**src/hw/rtl/fbpa_pkg.sv**
```systemverilog
// shared types and constants of the block pool allocator
package fbpa_pkg;

    localparam int ACT_W   = 2;
    localparam int STAT_W  = 2;
    localparam int LINK_W  = 6;
    localparam int CNT_W   = 7;
    localparam int ADDR_W  = 32;
    localparam int SIZE_W  = 17;
    localparam int PROD_W  = SIZE_W + LINK_W;
    localparam int PADDR_W = 4;
    localparam int PDATA_W = 32;
    localparam int REG_W   = 2;

    localparam logic [ACT_W-1:0] ACT_ALLOC   = 2'd0;
    localparam logic [ACT_W-1:0] ACT_RELEASE = 2'd1;
    localparam logic [ACT_W-1:0] ACT_INIT    = 2'd2;

    localparam logic [STAT_W-1:0] ST_OK       = 2'd0;
    localparam logic [STAT_W-1:0] ST_EMPTY    = 2'd1;
    localparam logic [STAT_W-1:0] ST_OVERFLOW = 2'd2;

    localparam logic [REG_W-1:0] REG_BLOCK_COUNT  = 2'd0;
    localparam logic [REG_W-1:0] REG_BASE_ADDRESS = 2'd1;
    localparam logic [REG_W-1:0] REG_BLOCK_SIZE   = 2'd2;

    localparam logic [CNT_W-1:0]  RST_BLOCK_COUNT  = 7'd64;
    localparam logic [ADDR_W-1:0] RST_BASE_ADDRESS = 32'd0;
    localparam logic [SIZE_W-1:0] RST_BLOCK_SIZE   = 17'd4;

    typedef struct packed {
        logic [CNT_W-1:0]  block_count;
        logic [ADDR_W-1:0] base_address;
        logic [SIZE_W-1:0] blk_bytes;
    } cfg_t;

    typedef struct packed {
        logic [STAT_W-1:0] status;
        logic [LINK_W-1:0] granted_index;
        logic [ADDR_W-1:0] granted_address;
        logic [CNT_W-1:0]  free_blocks;
        logic [CNT_W-1:0]  used_blocks;
    } rsp_t;

endpackage

```
**src/hw/rtl/fbpa_if.sv**
```systemverilog
// request and response channel interfaces of the block pool allocator
interface fbpa_in_if;
    logic                       valid;
    logic                       ready;
    logic [fbpa_pkg::ACT_W-1:0]  action;
    logic [fbpa_pkg::LINK_W-1:0] block_index;

    modport source (output valid, output action, output block_index, input ready);
    modport sink (input valid, input action, input block_index, output ready);
endinterface

interface fbpa_out_if;
    logic                        valid;
    logic                        ready;
    logic [fbpa_pkg::STAT_W-1:0] status;
    logic [fbpa_pkg::LINK_W-1:0] granted_index;
    logic [fbpa_pkg::ADDR_W-1:0] granted_address;
    logic [fbpa_pkg::CNT_W-1:0]  free_blocks;
    logic [fbpa_pkg::CNT_W-1:0]  used_blocks;

    modport source (output valid, output status, output granted_index,
                    output granted_address, output free_blocks, output used_blocks,
                    input ready);
    modport sink (input valid, input status, input granted_index,
                  input granted_address, input free_blocks, input used_blocks,
                  output ready);
endinterface

```
**src/hw/rtl/fbpa_link_ram.sv**
```systemverilog
// free-list link memory, one write port and one registered read port
module fbpa_link_ram #(
    parameter int DEPTH = 64,
    parameter int AW    = 6
) (
    input  logic                        clk,
    input  logic                        wr_en,
    input  logic [AW-1:0]               wr_addr,
    input  logic [fbpa_pkg::LINK_W-1:0] wr_data,
    input  logic                        rd_en,
    input  logic [AW-1:0]               rd_addr,
    output logic [fbpa_pkg::LINK_W-1:0] rd_data
);

    logic [fbpa_pkg::LINK_W-1:0] mem_reg [DEPTH];
    logic [fbpa_pkg::LINK_W-1:0] rd_data_reg;

    always_ff @(posedge clk)
    begin
        if (wr_en)
        begin
            mem_reg[wr_addr] <= wr_data;
        end
        if (rd_en)
        begin
            rd_data_reg <= mem_reg[rd_addr];
        end
    end

    assign rd_data = rd_data_reg;

endmodule

```
**src/hw/rtl/fbpa_seq.sv**
```systemverilog
// request sequencer: head and free count, link memory access, init sweep, output register
module fbpa_seq #(
    parameter int NUM_BLOCKS = 64,
    parameter int AW         = 6
) (
    input  logic                        clk,
    input  logic                        rst_n,
    input  fbpa_pkg::cfg_t              cfg,
    fbpa_in_if.sink                     req,
    fbpa_out_if.source                  rsp,
    output logic                        mem_wr_en,
    output logic [AW-1:0]               mem_wr_addr,
    output logic [fbpa_pkg::LINK_W-1:0] mem_wr_data,
    output logic                        mem_rd_en,
    output logic [AW-1:0]               mem_rd_addr,
    input  logic [fbpa_pkg::LINK_W-1:0] mem_rd_data
);

    localparam logic [1:0] S_IDLE = 2'd0;
    localparam logic [1:0] S_READ = 2'd1;
    localparam logic [1:0] S_INIT = 2'd2;
    localparam logic [1:0] S_HOLD = 2'd3;

    logic [1:0]                    state_reg, state_next;
    logic [fbpa_pkg::LINK_W-1:0]   head_reg, head_next;
    logic [fbpa_pkg::CNT_W-1:0]    free_reg, free_next;
    logic [fbpa_pkg::CNT_W-1:0]    sweep_reg, sweep_next;
    logic [fbpa_pkg::LINK_W-1:0]   gidx_reg, gidx_next;
    logic [fbpa_pkg::PROD_W-1:0]   prod_reg, prod_next;
    logic                          oob_reg, oob_next;
    fbpa_pkg::rsp_t                out_reg, out_next;
    fbpa_pkg::rsp_t                hold_reg, hold_next;
    logic                          out_valid_reg, out_valid_next;

    logic [fbpa_pkg::CNT_W-1:0]    eff_count;
    logic                          req_fire;
    logic                          slot_free;
    logic                          done;
    fbpa_pkg::rsp_t                res;
    logic [fbpa_pkg::STAT_W-1:0]   res_status;
    logic [fbpa_pkg::LINK_W-1:0]   res_gidx;
    logic [fbpa_pkg::ADDR_W-1:0]   res_gaddr;

    // block count clamped to at least two and at most the pool size
    always_comb
    begin
        if (cfg.block_count < fbpa_pkg::CNT_W'(2))
        begin
            eff_count = fbpa_pkg::CNT_W'(2);
        end
        else if (int'(cfg.block_count) > NUM_BLOCKS)
        begin
            eff_count = fbpa_pkg::CNT_W'(NUM_BLOCKS);
        end
        else
        begin
            eff_count = cfg.block_count;
        end
    end

    assign req.ready = (state_reg == S_IDLE);
    assign req_fire  = req.valid && (state_reg == S_IDLE);
    assign slot_free = !out_valid_reg || rsp.ready;

    always_comb
    begin
        state_next     = state_reg;
        head_next      = head_reg;
        free_next      = free_reg;
        sweep_next     = sweep_reg;
        gidx_next      = gidx_reg;
        prod_next      = prod_reg;
        oob_next       = oob_reg;
        out_next       = out_reg;
        hold_next      = hold_reg;
        out_valid_next = out_valid_reg;
        mem_wr_en      = 1'b0;
        mem_wr_addr    = '0;
        mem_wr_data    = '0;
        mem_rd_en      = 1'b0;
        mem_rd_addr    = '0;
        done           = 1'b0;
        res_status     = fbpa_pkg::ST_OK;
        res_gidx       = '0;
        res_gaddr      = '0;

        case (state_reg)
            S_IDLE:
            begin
                if (req_fire)
                begin
                    case (req.action)
                        fbpa_pkg::ACT_ALLOC:
                        begin
                            if (free_reg != '0)
                            begin
                                mem_rd_en   = 1'b1;
                                mem_rd_addr = AW'(head_reg);
                                gidx_next   = head_reg;
                                prod_next   = fbpa_pkg::PROD_W'(head_reg)
                                            * fbpa_pkg::PROD_W'(cfg.blk_bytes);
                                oob_next    = !(int'(head_reg) < NUM_BLOCKS);
                                state_next  = S_READ;
                            end
                            else
                            begin
                                done       = 1'b1;
                                res_status = fbpa_pkg::ST_EMPTY;
                            end
                        end
                        fbpa_pkg::ACT_RELEASE:
                        begin
                            done = 1'b1;
                            if (free_reg < eff_count)
                            begin
                                // an index past the memory moves the head but links nothing
                                mem_wr_en   = (int'(req.block_index) < NUM_BLOCKS);
                                mem_wr_addr = AW'(req.block_index);
                                mem_wr_data = head_reg;
                                head_next   = req.block_index;
                                free_next   = free_reg + fbpa_pkg::CNT_W'(1);
                            end
                            else
                            begin
                                res_status = fbpa_pkg::ST_OVERFLOW;
                            end
                        end
                        fbpa_pkg::ACT_INIT:
                        begin
                            sweep_next = '0;
                            state_next = S_INIT;
                        end
                        default:
                        begin
                            done = 1'b1;
                        end
                    endcase
                end
            end
            S_READ:
            begin
                // link of the popped block arrives from the memory this cycle
                head_next = oob_reg ? '0 : mem_rd_data;
                free_next = free_reg - fbpa_pkg::CNT_W'(1);
                done      = 1'b1;
                res_gidx  = gidx_reg;
                res_gaddr = cfg.base_address + fbpa_pkg::ADDR_W'(prod_reg);
            end
            S_INIT:
            begin
                mem_wr_en   = 1'b1;
                mem_wr_addr = AW'(sweep_reg);
                sweep_next  = sweep_reg + fbpa_pkg::CNT_W'(1);
                if (sweep_reg == eff_count - fbpa_pkg::CNT_W'(1))
                begin
                    mem_wr_data = '0;
                    head_next   = '0;
                    free_next   = eff_count;
                    done        = 1'b1;
                end
                else
                begin
                    mem_wr_data = fbpa_pkg::LINK_W'(sweep_reg + fbpa_pkg::CNT_W'(1));
                end
            end
            S_HOLD:
            begin
                done = 1'b1;
            end
            default:
            begin
                state_next = S_IDLE;
            end
        endcase

        if (state_reg == S_HOLD)
        begin
            res = hold_reg;
        end
        else
        begin
            res.status          = res_status;
            res.granted_index   = res_gidx;
            res.granted_address = res_gaddr;
            res.free_blocks     = free_next;
            res.used_blocks     = (eff_count > free_next) ? (eff_count - free_next) : '0;
        end

        // result goes straight to the output register when it is free, else parks
        if (done)
        begin
            if (slot_free)
            begin
                out_next       = res;
                out_valid_next = 1'b1;
                state_next     = S_IDLE;
            end
            else
            begin
                hold_next  = res;
                state_next = S_HOLD;
            end
        end
        else if (rsp.ready)
        begin
            out_valid_next = 1'b0;
        end
    end

    always_ff @(posedge clk or negedge rst_n)
    begin
        if (!rst_n)
        begin
            state_reg     <= S_IDLE;
            head_reg      <= '0;
            free_reg      <= '0;
            out_valid_reg <= 1'b0;
        end
        else
        begin
            state_reg     <= state_next;
            head_reg      <= head_next;
            free_reg      <= free_next;
            out_valid_reg <= out_valid_next;
        end
    end

    always_ff @(posedge clk)
    begin
        sweep_reg <= sweep_next;
        gidx_reg  <= gidx_next;
        prod_reg  <= prod_next;
        oob_reg   <= oob_next;
        out_reg   <= out_next;
        hold_reg  <= hold_next;
    end

    assign rsp.valid           = out_valid_reg;
    assign rsp.status          = out_reg.status;
    assign rsp.granted_index   = out_reg.granted_index;
    assign rsp.granted_address = out_reg.granted_address;
    assign rsp.free_blocks     = out_reg.free_blocks;
    assign rsp.used_blocks     = out_reg.used_blocks;

endmodule

```
**src/hw/rtl/fixed_block_pool_allocator.sv**
```systemverilog
// Fixed-size block pool allocator keeping its free blocks as a linked list in a link memory.
// Each request (allocate, release or init) gives one response through an output register,
// and a new request is taken while an earlier response still waits to be read. A release,
// an allocate that finds the pool empty or an unused action code is decided in the idle
// state. An allocate that pops a block then passes through a read state for the registered
// read of the link memory that fetches the next head. An init runs the sweep that writes
// one link entry per cycle up to the effective block count. After reset, allocate reports
// empty until the first init or release. The user must write configuration registers over
// the APB port only while no request is in flight; the block itself does not enforce it.
module fixed_block_pool_allocator #(
    parameter int NUM_BLOCKS = 64
) (
    input  logic                         clk,
    input  logic                         rst_n,
    fbpa_in_if.sink                      req,
    fbpa_out_if.source                   rsp,
    input  logic                         psel,
    input  logic                         penable,
    input  logic                         pwrite,
    input  logic [fbpa_pkg::PADDR_W-1:0] paddr,
    input  logic [fbpa_pkg::PDATA_W-1:0] pwdata,
    output logic [fbpa_pkg::PDATA_W-1:0] prdata,
    output logic                         pready
);

    localparam int LINK_AW = (NUM_BLOCKS > 1) ? $clog2(NUM_BLOCKS) : 1;

    fbpa_pkg::cfg_t                cfg_reg, cfg_next;
    logic [fbpa_pkg::REG_W-1:0]    reg_sel;
    logic                          cfg_write;

    logic                          mem_wr_en;
    logic [LINK_AW-1:0]            mem_wr_addr;
    logic [fbpa_pkg::LINK_W-1:0]   mem_wr_data;
    logic                          mem_rd_en;
    logic [LINK_AW-1:0]            mem_rd_addr;
    logic [fbpa_pkg::LINK_W-1:0]   mem_rd_data;

    assign pready    = 1'b1;
    assign reg_sel   = paddr[fbpa_pkg::PADDR_W-1:2];
    assign cfg_write = psel && penable && pwrite;

    always_comb
    begin
        cfg_next = cfg_reg;
        if (cfg_write)
        begin
            case (reg_sel)
                fbpa_pkg::REG_BLOCK_COUNT:
                begin
                    cfg_next.block_count = pwdata[fbpa_pkg::CNT_W-1:0];
                end
                fbpa_pkg::REG_BASE_ADDRESS:
                begin
                    cfg_next.base_address = pwdata[fbpa_pkg::ADDR_W-1:0];
                end
                fbpa_pkg::REG_BLOCK_SIZE:
                begin
                    cfg_next.blk_bytes = pwdata[fbpa_pkg::SIZE_W-1:0];
                end
                default:
                begin
                    cfg_next = cfg_reg;
                end
            endcase
        end
    end

    always_comb
    begin
        case (reg_sel)
            fbpa_pkg::REG_BLOCK_COUNT:
            begin
                prdata = fbpa_pkg::PDATA_W'(cfg_reg.block_count);
            end
            fbpa_pkg::REG_BASE_ADDRESS:
            begin
                prdata = fbpa_pkg::PDATA_W'(cfg_reg.base_address);
            end
            fbpa_pkg::REG_BLOCK_SIZE:
            begin
                prdata = fbpa_pkg::PDATA_W'(cfg_reg.blk_bytes);
            end
            default:
            begin
                prdata = '0;
            end
        endcase
    end

    always_ff @(posedge clk or negedge rst_n)
    begin
        if (!rst_n)
        begin
            cfg_reg.block_count  <= fbpa_pkg::RST_BLOCK_COUNT;
            cfg_reg.base_address <= fbpa_pkg::RST_BASE_ADDRESS;
            cfg_reg.blk_bytes    <= fbpa_pkg::RST_BLOCK_SIZE;
        end
        else
        begin
            cfg_reg <= cfg_next;
        end
    end

    fbpa_seq #(
        .NUM_BLOCKS (NUM_BLOCKS),
        .AW         (LINK_AW)
    ) u_seq (
        .clk         (clk),
        .rst_n       (rst_n),
        .cfg         (cfg_reg),
        .req         (req),
        .rsp         (rsp),
        .mem_wr_en   (mem_wr_en),
        .mem_wr_addr (mem_wr_addr),
        .mem_wr_data (mem_wr_data),
        .mem_rd_en   (mem_rd_en),
        .mem_rd_addr (mem_rd_addr),
        .mem_rd_data (mem_rd_data)
    );

    fbpa_link_ram #(
        .DEPTH (NUM_BLOCKS),
        .AW    (LINK_AW)
    ) u_link_ram (
        .clk     (clk),
        .wr_en   (mem_wr_en),
        .wr_addr (mem_wr_addr),
        .wr_data (mem_wr_data),
        .rd_en   (mem_rd_en),
        .rd_addr (mem_rd_addr),
        .rd_data (mem_rd_data)
    );

endmodule

```
**src/flat_wrapper.sv**
```systemverilog
// flat-port wrapper written by rule: the top's interface ports become plain ports
module fixed_block_pool_allocator_flat 
#(
    parameter int NUM_BLOCKS = 64
)
  (clk, rst_n, psel, penable, pwrite, paddr, pwdata, prdata, pready, req_valid, req_action, req_block_index, req_ready, rsp_valid, rsp_status, rsp_granted_index, rsp_granted_address, rsp_free_blocks, rsp_used_blocks, rsp_ready);
  fbpa_in_if req_i ();
  fbpa_out_if rsp_i ();
  input  logic clk;
  input  logic rst_n;
  input  logic psel;
  input  logic penable;
  input  logic pwrite;
  input  logic [fbpa_pkg::PADDR_W-1:0] paddr;
  input  logic [fbpa_pkg::PDATA_W-1:0] pwdata;
  output logic [fbpa_pkg::PDATA_W-1:0] prdata;
  output logic pready;
  input wire logic [$bits(req_i.valid)-1:0] req_valid;
  input wire logic [$bits(req_i.action)-1:0] req_action;
  input wire logic [$bits(req_i.block_index)-1:0] req_block_index;
  output wire logic [$bits(req_i.ready)-1:0] req_ready;
  output wire logic [$bits(rsp_i.valid)-1:0] rsp_valid;
  output wire logic [$bits(rsp_i.status)-1:0] rsp_status;
  output wire logic [$bits(rsp_i.granted_index)-1:0] rsp_granted_index;
  output wire logic [$bits(rsp_i.granted_address)-1:0] rsp_granted_address;
  output wire logic [$bits(rsp_i.free_blocks)-1:0] rsp_free_blocks;
  output wire logic [$bits(rsp_i.used_blocks)-1:0] rsp_used_blocks;
  input wire logic [$bits(rsp_i.ready)-1:0] rsp_ready;
  assign req_i.valid = req_valid;
  assign req_i.action = req_action;
  assign req_i.block_index = req_block_index;
  assign req_ready = req_i.ready;
  assign rsp_valid = rsp_i.valid;
  assign rsp_status = rsp_i.status;
  assign rsp_granted_index = rsp_i.granted_index;
  assign rsp_granted_address = rsp_i.granted_address;
  assign rsp_free_blocks = rsp_i.free_blocks;
  assign rsp_used_blocks = rsp_i.used_blocks;
  assign rsp_i.ready = rsp_ready;
  fixed_block_pool_allocator #(.NUM_BLOCKS(NUM_BLOCKS)) u_core (.clk(clk), .rst_n(rst_n), .req(req_i), .rsp(rsp_i), .psel(psel), .penable(penable), .pwrite(pwrite), .paddr(paddr), .pwdata(pwdata), .prdata(prdata), .pready(pready));
endmodule
```
**config.mk**
```make
export PLATFORM = sky130hd
export DESIGN_NAME = fixed_block_pool_allocator_flat
export DESIGN_NICKNAME = d
export VERILOG_FILES = /design/src/hw/rtl/fbpa_pkg.sv /design/src/hw/rtl/fbpa_if.sv /design/src/hw/rtl/fbpa_link_ram.sv /design/src/hw/rtl/fbpa_seq.sv /design/src/hw/rtl/fixed_block_pool_allocator.sv /design/src/flat_wrapper.sv
export SDC_FILE = /design/constraint.sdc
export NUM_CORES = 1
export LEC_CHECK = 0
export BUFFER_PORTS_ARGS = -buffer_cell sky130_fd_sc_hd__buf_2
export CAP_MARGIN = 20
export CORE_MARGIN = 4
export CORE_UTILIZATION = 55
export DETAILED_ROUTE_END_ITERATION = 10
export PLACE_DENSITY = 0.75
export SKIP_CTS_REPAIR_TIMING = 1
export SLEW_MARGIN = 20
export SYNTH_ARGS = -nofsm -noshare
export SYNTH_HDL_FRONTEND = slang
export SYNTH_SLANG_ARGS = --single-unit
```
**constraint.sdc**
```tcl
create_clock -name clk -period 5.9 [get_ports clk]
set_input_delay 0.885 -clock clk [delete_from_list [all_inputs] [get_ports clk]]
set_output_delay 0.885 -clock clk [all_outputs]
set_load 0.1 [all_outputs]
```
==> summary by stage, run 1 <==
Status
The flow ran to the end, and the final reports show no timing, DRC or antenna violations.

Power
The post-route total power is 20200 uW. Summed over all cells, the static leakage comes to 0.0129 uW. The power per cell area is 600 nW/um^2. The maximum vdd ir drop is 528 uV.

Timing
The sum of negative setup slack is 0 ns. The clock period minus final worst setup slack is 5.40 ns. The final period utilization is 91.5%. The transition time at the pin with the least slew margin is 1.08 ns. Setup repair after global routing left no endpoint under its margin. In this run the tightest slew margin relative to its limit is 27.6%. The final setup violation count is 0. The highest achievable clock rate is 0.185 GHz. The hold violation count in the final report is 0.

The worst clock skew on the final layout is 0.0310 ns. The total count of max-transition violations in the final report is 0.

Setup path
The worst endpoint data arrival time is 5.87 ns. The critical-path cell with the highest stage delay is sky130_fd_sc_hd__a2111oi_4. STA classifies the critical path endpoint as a register. The data required time of the critical path is 6.37 ns.

The classification of the worst setup path is register to register. The cell that appears most often on the critical path is sky130_fd_sc_hd__o21ai_0. On the critical path the largest part of the delay comes from compound AO/OA/AOI/OAI gates.

The maximum fanout along the worst path is 8. The combined buffer and inverter count along the critical path is 2. Walking the worst path, the cells encountered are buf_4 -> nor2b_1 -> inv_1 -> ha_1 -> a21o_1 -> a211o_1 -> a2111oi_4 -> o21ai_2 -> mux2_2 -> o221ai_2 -> o21ai_0 -> ha_1 -> o21ai_0 -> a21boi_0 -> o21ai_0 -> a21boi_0 -> o21ai_0 -> a21oi_2 -> a22o_1. The maximum single-stage delay on the critical path is 0.61 ns. The worst setup path is launched from a register.

Cells and area
The number of flip-flops in the largest register is 384. Fill cells in the final layout number 3960. In the final layout, the share of cells above drive strength 1 is 16.5%.

The relative area change from synthesis to final layout is 11.8%. The final net count is 2700.

Synth
The total number of yosys warnings is 0. Of the total synthesized cell area, the portion taken by XOR and XNOR cells is 1.60%. The multiplexer share of the synthesized area is 6.08%. The simple-gate share of the synthesized area is 10.8%. The sequential area share after synthesis is 59.2%. When the netlist entered floorplanning its net count stood at 2590. Synthesis handed over a netlist of 2398 instances. The cell type with the largest total area after synthesis is sky130_fd_sc_hd__edfxtp_1. Each instance of the synthesized netlist takes up on average 12.6 um^2. The number of synthesized register bits is 606. The commonest cells after synthesis are sky130_fd_sc_hd__edfxtp_1 (534), sky130_fd_sc_hd__nand2_1 (305), sky130_fd_sc_hd__nor2_1 (212). For this run, asynchronously set or reset flops after synthesis account for 11.9%. By area the synthesized netlist is led by sky130_fd_sc_hd__edfxtp_1 (53%), sky130_fd_sc_hd__dfrtp_1 (5.8%), sky130_fd_sc_hd__fa_1 (4.2%). The area share of the largest cell type after synthesis is 53.2%. Yosys mapped the design onto 96 distinct sky130hd cell types.

The combined area of all synthesized cells is 30100 um^2. The number of synthesized flops with an enable pin is 534. The most common cell in the synthesized netlist is sky130_fd_sc_hd__edfxtp_1. The predominant post-synthesis flop cell is sky130_fd_sc_hd__edfxtp_1.

Of the total synthesized cell area, the portion taken by full adders, half adders and majority gates is 7.42%. The largest family of logic cells by synthesized area is compound AO/OA/AOI/OAI gates. The synthesized netlist devotes 11.5% of its cell area to compound gates.

GRT
The initial antenna violation count was 2. The overall global routing resource usage is 24.5%. The wire length of the first global-routing pass is 114000 um. The via count of the first global-routing pass was 20.3k. Summed over all layers, the global routing overflow is 0. Entering global routing, the biggest net connects 150 pins.

Flow run
Across the run, the number of max-cap violations was 0.

Detailed routing
The via-per-instance ratio is 6.18. In the final routed layout, each cell accounts on average for 22.5 um. The total detailed-routing wirelength is 73200 um. The first routing iteration left 2266 violations. The routed layout has 20.1k vias.

The remaining design rule violation count is 0. The first detailed-routing pass ran for 6 iterations. The number of antenna-violating nets in the routed design is 0.

Floorplan
For this design the top-level I/O count stands at 140. Measured along the y axis, the die boundary spans 242 um. The die width is 242 um.

After floorplanning, the core was divided into 85 placement rows. The area enclosed by the die boundary is 58600 um^2. The placeable core area is 54000 um^2. Once the floorplan was initialized, standard cells occupied 55.8% of the core.

Clock tree
The number of buffers on the longest clock path is 3. The clock network latency to the later pin of the worst-skew pair is 0.64 ns. The CTS sink count is 606. After clock tree synthesis, the clock-pin slew on the worst setup and hold paths is 0.06 ns.

The tree is rooted in a sky130_fd_sc_hd__clkbuf_16. TritonCTS built the clock tree. The number of clock buffers inserted by TritonCTS is 60.

The H-tree level count is 2.

Min path
The worst hold-check path type is primary input to asynchronous set/reset pin.

Placement
The count of port buffers added during placement is 136. Once detailed placement completed, the half-perimeter wirelength came to 48400 um. The routability-driven placement congestion ratio is 0.927.
==> worst reg2reg max path, delay by kind of cell, from the launching register on <==
family / cells / cell delay [ns]
simple gates: 1 / 0.43
mux: 1 / 0.30
flops: 1 / 0.36
compound gates: 13 / 3.18
fa+ha+maj: 2 / 0.69
buf+inv: 2 / 0.26
==> layout by cell type (no fill, tap or decap), types with 34 or more instances in the layout <==
cell / count
sky130_fd_sc_hd__buf_2: 135
sky130_fd_sc_hd__inv_1: 106
sky130_fd_sc_hd__buf_4: 45
sky130_fd_sc_hd__a21oi_1: 104
sky130_fd_sc_hd__o21ai_0: 57
sky130_fd_sc_hd__nand2_1: 305
sky130_fd_sc_hd__mux2_2: 57
sky130_fd_sc_hd__nand4_1: 34
sky130_fd_sc_hd__dfrtp_1: 68
sky130_fd_sc_hd__fa_1: 63
sky130_fd_sc_hd__a32oi_1: 38
sky130_fd_sc_hd__o221ai_1: 48
sky130_fd_sc_hd__nor2_1: 209
sky130_fd_sc_hd__and2_1: 38
sky130_fd_sc_hd__edfxtp_1: 534
sky130_fd_sc_hd__ha_1: 77
sky130_fd_sc_hd__clkbuf_16: 60
sky130_fd_sc_hd__xnor2_1: 37
sky130_fd_sc_hd__mux2i_1: 119
==> where the power goes <==
part	internal (uW)	switching [uW]	total, uW
sequential	6010	513	6520
combinational	3060	6450	9510
clock	2510	1670	4180
==> worst paths after layout <==
check / start / endpoint / slack [ns] / cells after the start
min in group clk: pwdata[30] / u_core.cfg_reg[47] / 0.48 / 2
max in group asynchronous: rst_n / u_core.u_seq.head_reg[0] / 5.05 / 1
setup / recovery: u_core.cfg_reg[53] / u_core.u_seq.rsp.used_blocks[2] / 0.50 / 19
hold reg to reg: u_core.cfg_reg[38] / u_core.cfg_reg[38] / 0.54 / 1
hold / removal: rst_n / u_core.cfg_reg[53] / 0.31 / 1
setup reg to reg: u_core.cfg_reg[53] / u_core.u_seq.rsp.used_blocks[2] / 0.50 / 19
==> final cells by class <==
type | instances | area, um^2 | area share, %
antenna | 1 | 2.50 | 0.00743
clock buffer | 67 | 1550 | 4.59
clock inverter | 46 | 643 | 1.91
inverter | 107 | 402 | 1.19
multi-input combinational | 1551 | 11300 | 33.7
sequential | 606 | 17800 | 53.0
tap | 696 | 871 | 2.58
timing repair buffer | 182 | 1040 | 3.10
==> routing by layer <==
| metal | global-route usage [%] | vias up | part of all wire (%) |
|---|---|---|---|
| li1 | - | 9073 | - |
| met5 | 0 | - | 0.018 |
| met2 | 40.1 | 1033 | 48 |
| met4 | 12.2 | 2 | 5.4 |
| met3 | 3.98 | 206 | 8.1 |
| met1 | 31.9 | 9793 | 39 |
==> through the flow <==
stage	hold slack [ns]	instance area (um^2)	setup WS (ns)	util, %	instances
floorplan	0.423	30100	0.328	-	2398
detailed placement	0.526	31500	0.440	58.3	3142
finish	0.310	33700	0.502	62.4	3256
global placement	0.516	31500	0.618	58.3	3142
global route	0.343	33700	0.0987	62.4	3256
CTS	0.447	33700	0.381	62.3	3255
==> cells by family (layout without fill, tap and decap cells) <==
logic type      count (synthesis)  in the layout
flops                         606            606
xor+xnor                       55             55
simple gates                  718            718
buf+inv                       241            402
compound gates                460            460
fa+ha+maj                     141            141
other cells                     1              2
mux                           176            176
(Power assumes the default switching activity.)
==> run 2: changes to the inputs <==
--- a/config.mk
+++ b/config.mk
@@ -12,3 +12,3 @@
 export DETAILED_ROUTE_END_ITERATION = 10
-export PLACE_DENSITY = 0.75
+export PLACE_DENSITY = 0.74
 export SKIP_CTS_REPAIR_TIMING = 1
--- a/constraint.sdc
+++ b/constraint.sdc
@@ -3,2 +3,2 @@
 set_output_delay 0.885 -clock clk [all_outputs]
-set_load 0.1 [all_outputs]
+set_load 0.01 [all_outputs]
==> run 2 against run 1 <==
Combinational power shrank 16%. Via count grew 0.55%. Clock skew grew 0.0039 ns. Non-clock buffer count grew 1. Register-to-register slack gained 0.098 ns. Largest power group unchanged. Die area is the same. First-iteration DRC count shrank 9.4%.
==> summary by stage, run 2 (synthesis results as in run 1) <==
Status
The run finished with clean final reports.

Setup path
STA classifies the critical path startpoint as a register. STA classifies the critical path endpoint as a register. The critical path starts at u_core.cfg_reg[55].

The maximum fanout along the worst path is 13 (+5). The minimum setup slack among reg-to-reg paths was 0.60 ns (+0.10 ns). The classification of the worst setup path is register to register. The length in cells of the worst reg-to-reg path is 19 (unchanged). The worst register-to-register path ends at u_core.u_seq.rsp.used_blocks[6]. The worst endpoint data arrival time is 5.78 ns (-0.09 ns). The data required time of the critical path is 6.38 ns (about the same). The reg-to-reg critical path startpoint is u_core.cfg_reg[55].

Clock tree
The CTS tree is built. The CTS sink count is 606 (unchanged). The H-tree level count came to 2 (unchanged). The number of clock buffers inserted by TritonCTS came to 60 (unchanged).

The clock network latency to the later pin of the worst-skew pair is 0.65 ns (about the same). The post-CTS clock slew at the launch and capture registers of the worst setup and hold paths is 0.06 ns (about the same). The number of buffers on the longest clock path is 3 (unchanged). The clock tree root driver cell is sky130_fd_sc_hd__clkbuf_16.

Placement
The routability-driven placement congestion ratio is 0.919 (-0.90%). The detailed placer's ending HPWL is 48400 um (-0.14%). The instance area at placement came to 31500 um^2 (about the same). The count of port buffers added during placement is 136 (unchanged). The cell total after placement came to 3143 (+0.032%).

Detailed routing
The number of antenna-violating nets in the routed design came to 0 (unchanged). The remaining design rule violation count is 0 (unchanged). The first-pass iteration count of the detailed router is 6 (unchanged). The number of vias after detailed routing is 20.2k (+0.55%). The routed length per placed instance is 22.4 um (-0.38%).

The total detailed-routing wirelength is 73000 um (-0.38%). The iteration-0 DRC count of the detailed router was 2052 (-9.4%). The via-per-instance ratio is 6.21 (+0.55%).

Cells and area
The most common cell after layout, fill and taps aside is sky130_fd_sc_hd__edfxtp_1. The final instance count without filler cells is 3256 (unchanged). In the layout the commonest cells are sky130_fd_sc_hd__edfxtp_1 (534), sky130_fd_sc_hd__nand2_1 (305), sky130_fd_sc_hd__nor2_1 (208). From synthesis to final layout, the design area changed by 10.9%. The final net count is 2701 (+0.037%). The final non-filler cell area came to 33400 um^2 (-0.80%). The share of final-layout standard cells stronger than drive strength 1 is 16.1% (-0.42 points).

The number of flip-flops in the largest register came to 384 (unchanged).

Power
The maximum vdd ir drop is 341 uV (-35%). The total leakage power is 0.0128 uW (-0.73%). The power per cell area is 542 nW/um^2 (-9.6%).

Floorplan
The area enclosed by the die boundary was 58600 um^2 (unchanged). The placeable core area is 54000 um^2 (unchanged). The die width is 242 um (unchanged).

The height of the die is 242 um (unchanged). The number of placement rows is 85 (unchanged). The initial standard-cell utilization of the core is 55.8% (unchanged). The number of I/O pins is 140 (unchanged).

Timing
The relative slew slack was 24.2% (-3.3 points). The final setup violation count is 0 (unchanged). The final period utilization came to 89.8% (-1.7 points). The clock period minus final worst setup slack came to 5.30 ns (-0.0985 ns). The highest achievable clock rate is 0.189 GHz (+1.9%). The total count of max-transition violations in the final report is 0 (unchanged). The hold violation count in the final report is 0 (unchanged). The sum of negative setup slack is 0 ns (unchanged). The transition time at the pin with the least slew margin is 1.13 ns (+0.0500 ns). Setup repair after global routing left no endpoint under its margin. The worst clock skew on the final layout came to 0.0348 ns (+0.00388 ns).

GRT
The overall global routing resource usage came to 24.3% (-0.16 points). The wire length of the first global-routing pass is 114000 um (-0.77%). The pin count of the biggest net entering global routing is 150 (unchanged). The sum of overflow across all layers after global routing is 0 (unchanged).

The initial antenna violation count is 2 (unchanged). The via count of the first global-routing pass is 20.0k (-1.2%).

Min path
The worst hold-check path type is primary input to asynchronous set/reset pin.

Flow run
The total of max-cap violations is 0 (unchanged).
==> run 2: cell count changes in the layout (fill, tap and decap cells not counted), sizes merged <==
cell,previous run,this run
clkbuf,67,84
bufinv,14,1
clkinv,22,24
clkinvlp,9,1
diode,1,3
buf,182,183
inv,108,107
==> run 2: routing by layer <==
metal	part of all wire [%]	routed length (um)	GRT usage, %
met5	0	0	0
met4	5.1	3710	11.5
met3	7.4	5410	3.96
met2	48	35100	40.0
met1	39	28800	31.9
==> run 2: area by class of cell <==
type / count / area [um^2]
clock inverter: 26 / 199
fill: 4066 / 20600
clock buffer: 84 / 1700
tap: 696 / 871
sequential: 606 / 17800
antenna: 3 / 7.51
inverter: 107 / 402
multi-input combinational: 1551 / 11300
timing repair buffer: 183 / 1060
==> run 2: where the power goes <==
group	switching (uW)	leakage [uW]	internal [uW]	total, uW
clock network	1610	0.000932	2050	3660
logic	4910	0.00602	3070	7980
registers	486	0.00587	6010	6500
total	7000	0.0128	11100	18100
==> run 2: worst max-delay path, cell delays in order (launching register included) <==
cell and delay [ns]:
sky130_fd_sc_hd__dfstp_2 0.71, sky130_fd_sc_hd__nor2b_1 0.11, sky130_fd_sc_hd__inv_1 0.07, sky130_fd_sc_hd__ha_1 0.24, sky130_fd_sc_hd__a21o_1 0.18, sky130_fd_sc_hd__a211o_1 0.39
sky130_fd_sc_hd__a2111oi_4 0.54, sky130_fd_sc_hd__buf_4 0.27, sky130_fd_sc_hd__o21ai_2 0.07, sky130_fd_sc_hd__mux2_2 0.28, sky130_fd_sc_hd__o221ai_2 0.31, sky130_fd_sc_hd__o21ai_0 0.17
sky130_fd_sc_hd__ha_1 0.38, sky130_fd_sc_hd__o21ai_0 0.14, sky130_fd_sc_hd__a21boi_0 0.26, sky130_fd_sc_hd__o21ai_1 0.12, sky130_fd_sc_hd__a21boi_0 0.26, sky130_fd_sc_hd__o21ai_0 0.15
sky130_fd_sc_hd__a21oi_2 0.33, sky130_fd_sc_hd__a22o_1 0.20
==> run 2: through the flow <==
step | hold WS, ns | utilization [%] | setup slack, ns | power, uW
after floorplan | 0.423 | - | 0.328 | 12300
after detailed placement | 0.524 | 58.3 | 0.345 | 14400
final | 0.303 | 61.9 | 0.601 | 18100
after CTS | 0.447 | 61.8 | 0.311 | 18100
after global placement | 0.517 | 58.3 | 0.431 | 14100
after global routing | 0.352 | 61.9 | 0.0726 | 19300
==> run 2: worst max path at each step <==
stage | endpoint | slack, ns | cells after the start
after global routing | u_core.u_seq.rsp.used_blocks[1] | 0.07 | 23
after CTS | u_core.u_seq.rsp.used_blocks[3] | 0.31 | 23
final | u_core.u_seq.rsp.used_blocks[6] | 0.60 | 19
after detailed placement | u_core.u_seq.hold_reg[1] | 0.35 | 23
after floorplan | u_core.u_seq.hold_reg[0] | 0.33 | 15
after global placement | u_core.u_seq.rsp.used_blocks[5] | 0.43 | 23
==> run 3: changes to the inputs <==
clock period = 4.6 ns   (was 5.9 ns; I/O delays follow)
==> run 3 against run 2 <==
Sequential power is 28% higher. Largest cell class unchanged. Combinational power is 40% higher. First-iteration DRC count is 3.7% higher. Clock power is 28% higher. Count of clock-buffer cells in the layout is 6 lower. Design area is 2.3% higher. Fmax is 14% higher. Non-clock buffer count is 63 higher. Via count is 1.1% higher. The flow now finishes with violations (setup timing). Die area stayed put. Sequential cell count stayed put. Critical endpoint is now u_core.u_seq.hold_reg[6]. Hold slack worse by 0.20 ns. Largest power group unchanged.
==> summary by stage, run 3 (synthesis results as in run 1) <==
Setup path
The worst setup path is of the register to register kind. The endpoint type of the worst setup path is a register. The data required time of the critical path came to 4.98 ns (-1.40 ns). The worst setup path is launched from a register. The maximum fanout along the worst path is 5 (-8). The worst endpoint data arrival time came to 5.02 ns (-0.76 ns).

Power
The switching power as a share of total power came to 38.6% (about the same). The total leakage power was 0.0132 uW (+2.5%). The net switching power is 9360 uW (+34%).

The internal cell power is 14900 uW (+33%). The share of power burned in combinational logic came to 46.4% (+2.4 points). The power per cell area came to 708 nW/um^2 (+31%).

The maximum vdd ir drop is 484 uV (+42%). The power share of the clock group came to 19.4% (-0.8 points). The power share of the sequential group is 34.2% (-1.6 points).

Floorplan
The area enclosed by the die boundary is 58600 um^2 (unchanged). The number of I/O pins is 140 (unchanged). The height of the die is 242 um (unchanged). The number of placement rows is 85 (unchanged). The placeable core area is 54000 um^2 (unchanged).

The initial standard-cell utilization of the core is 55.8% (unchanged). The die width is 242 um (unchanged).

Placement
The worst slack at placement was -0.285 ns (-0.630 ns). The routability-driven placement congestion ratio came to 0.952 (+3.6%). The count of port buffers added during placement is 136 (unchanged).

The detailed placer's ending HPWL is 49400 um (+2.3%). The instance area at placement is 32000 um^2 (+1.6%).

Timing
The highest achievable clock rate was 0.215 GHz (+14%). Setup repair after global routing could not meet its margin everywhere. The final setup violation count came to 14 (+14). The transition time at the pin with the least slew margin is 1.08 ns (-0.0590 ns).

The worst clock skew on the final layout is 0.0114 ns (-0.0234 ns). The final period utilization is 101% (+11 points). The worst-case setup margin in the final layout is -0.0428 ns (-0.644 ns). The clock period minus final worst setup slack is 4.64 ns (-0.656 ns). The relative slew slack is 28.3% (+4.1 points).

The total count of max-transition violations in the final report is 0 (unchanged). The hold violation count in the final report was 0 (unchanged). The post-route worst hold slack came to 0.107 ns (-0.196 ns).

GRT
The pin count of the biggest net entering global routing is 78 (-48%). The met2 usage was 40.5% (+0.50 points). The met1 usage is 32.3% (+0.41 points).

The wire length of the first global-routing pass was 115000 um (+0.84%). The met3 track utilization from global routing was 3.60% (-0.37 points). The overall global routing resource usage was 24.5% (+0.18 points).

The sum of overflow across all layers after global routing is 0 (unchanged). The via count of the first global-routing pass is 20.2k (+0.69%). The peak-usage layer in the global routing report is met2. The initial antenna violation count is 0 (-2).

Detailed routing
The remaining design rule violation count is 0 (unchanged). The iteration-0 DRC count of the detailed router came to 2128 (+3.7%). The routed length per placed instance is 22.4 um (about the same). The first-pass iteration count of the detailed router is 8 (+2). The number of antenna-violating nets in the routed design is 0 (unchanged). The total detailed-routing wirelength is 74300 um (+1.8%). The via-per-instance ratio is 6.16 (-0.76%). The number of vias after detailed routing is 20.4k (+1.1%).

Clock tree
The H-tree level count is 2 (unchanged). The post-CTS clock slew at the launch and capture registers of the worst setup and hold paths came to 0.06 ns (about the same). The number of buffers on the longest clock path is 3 (unchanged). The number of clock buffers inserted by TritonCTS is 61 (+1.7%). The clock tree root driver cell is sky130_fd_sc_hd__clkbuf_16. The clock network latency to the later pin of the worst-skew pair came to 0.64 ns (about the same). The CTS tree is built.

The CTS sink count is 606 (unchanged).

Cells and area
The share of final-layout standard cells stronger than drive strength 1 came to 19.2% (+3.1 points). The final non-filler cell area came to 34200 um^2 (+2.3%). The utilization after layout was 63.3% (+1.4 points). The final net count is 2765 (+2.4%).

From synthesis to final layout, the design area changed by 13.4%. The number of flip-flops in the largest register is 384 (unchanged). Leaving out fill and tap cells, the most frequent cells in the layout are sky130_fd_sc_hd__edfxtp_1 (534), sky130_fd_sc_hd__nand2_1 (305), sky130_fd_sc_hd__nor2_1 (207). The most common cell after layout, fill and taps aside is sky130_fd_sc_hd__edfxtp_1. The antenna cell count is 0 (-3).

Status
The checks that failed: setup timing. The run finished, with violations left.

Flow run
The total of max-cap violations came to 0 (unchanged).

Min path
The path class of the tightest hold or removal check is primary input to asynchronous set/reset pin.
==> run 3: cell count changes in the layout (fill, tap and decap cells not counted), sizes merged <==
cell | previous run | this run
clkinvlp | 1 | 4
buf | 183 | 246
bufinv | 1 | 2
clkinv | 24 | 25
inv | 107 | 109
diode | 3 | 0
clkbuf | 84 | 78
==> run 3: metrics by stage <==
step | power, uW | instances | setup TNS, ns
2_1_floorplan | 15900 | 2398 | 0
3_3_place_gp | 18600 | 3191 | -0.959
3_5_place_dp | 19000 | 3191 | -3.95
4_1_cts | 23800 | 3302 | -4.14
5_1_grt | 25800 | 3317 | -3.08
6_report | 24200 | 3317 | -0.434
==> run 3: final timing paths <==
path | from | endpoint | slack [ns] | depth (start not counted)
worst max-delay path | u_core.cfg_reg[54] | u_core.u_seq.hold_reg[6] | -0.04 | 24
worst min-delay path | rst_n | u_core.cfg_reg[42] | 0.11 | 1
worst max register to register | u_core.cfg_reg[54] | u_core.u_seq.hold_reg[6] | -0.04 | 24
worst min register to register | u_core.cfg_reg[39] | u_core.cfg_reg[39] | 0.54 | 1
max in group asynchronous | rst_n | u_core.u_seq.head_reg[0] | 3.91 | 1
min in group clk | pwdata[29] | u_core.cfg_reg[46] | 0.29 | 2
==> run 3: area by class of cell <==
class | instances | area (um^2)
fillers | 3985 | 19800
multi-input cells | 1551 | 11600
flip-flops and latches | 606 | 17800
clock inverters | 33 | 255
inverters | 107 | 402
clock buffers | 78 | 1620
repair buffers | 246 | 1640
well taps | 696 | 871
==> run 3: per-layer routing <==
layer	wire [um]	vias up
met2	36000	955
met3	5130	213
li1	-	9208
met1	29500	10100
met4	3650	0
met5	0	-
==> run 3: power by group through the flow <==
stage	logic (uW)	registers [uW]	clock network (uW)
2_1_floorplan	7660	8270	0
3_3_place_gp	10300	8360	0
3_5_place_dp	10600	8390	0
4_1_cts	10700	8280	4750
5_1_grt	12400	8360	5000
6_report	11200	8290	4690
==> run 3: worst max-delay path, stage by stage (launching register included) <==
cell	delay (ns)
sky130_fd_sc_hd__dfrtp_1	0.43
sky130_fd_sc_hd__nor4_4	0.34
sky130_fd_sc_hd__nor2_1	0.11
sky130_fd_sc_hd__nor2_2	0.16
sky130_fd_sc_hd__inv_2	0.07
sky130_fd_sc_hd__ha_4	0.18
sky130_fd_sc_hd__xnor2_2	0.13
sky130_fd_sc_hd__xnor2_1	0.20
sky130_fd_sc_hd__o211ai_1	0.13
sky130_fd_sc_hd__a211oi_2	0.29
sky130_fd_sc_hd__nand4_4	0.17
sky130_fd_sc_hd__mux2i_2	0.24
sky130_fd_sc_hd__a221oi_2	0.11
sky130_fd_sc_hd__a21o_1	0.25
sky130_fd_sc_hd__buf_4	0.15
sky130_fd_sc_hd__buf_4	0.14
sky130_fd_sc_hd__ha_1	0.20
sky130_fd_sc_hd__o21ai_2	0.16
sky130_fd_sc_hd__a21boi_2	0.09
sky130_fd_sc_hd__o21ai_2	0.17
sky130_fd_sc_hd__a21boi_2	0.09
sky130_fd_sc_hd__o21ai_2	0.15
sky130_fd_sc_hd__a21oi_2	0.07
sky130_fd_sc_hd__buf_4	0.15
sky130_fd_sc_hd__a22o_1	0.20
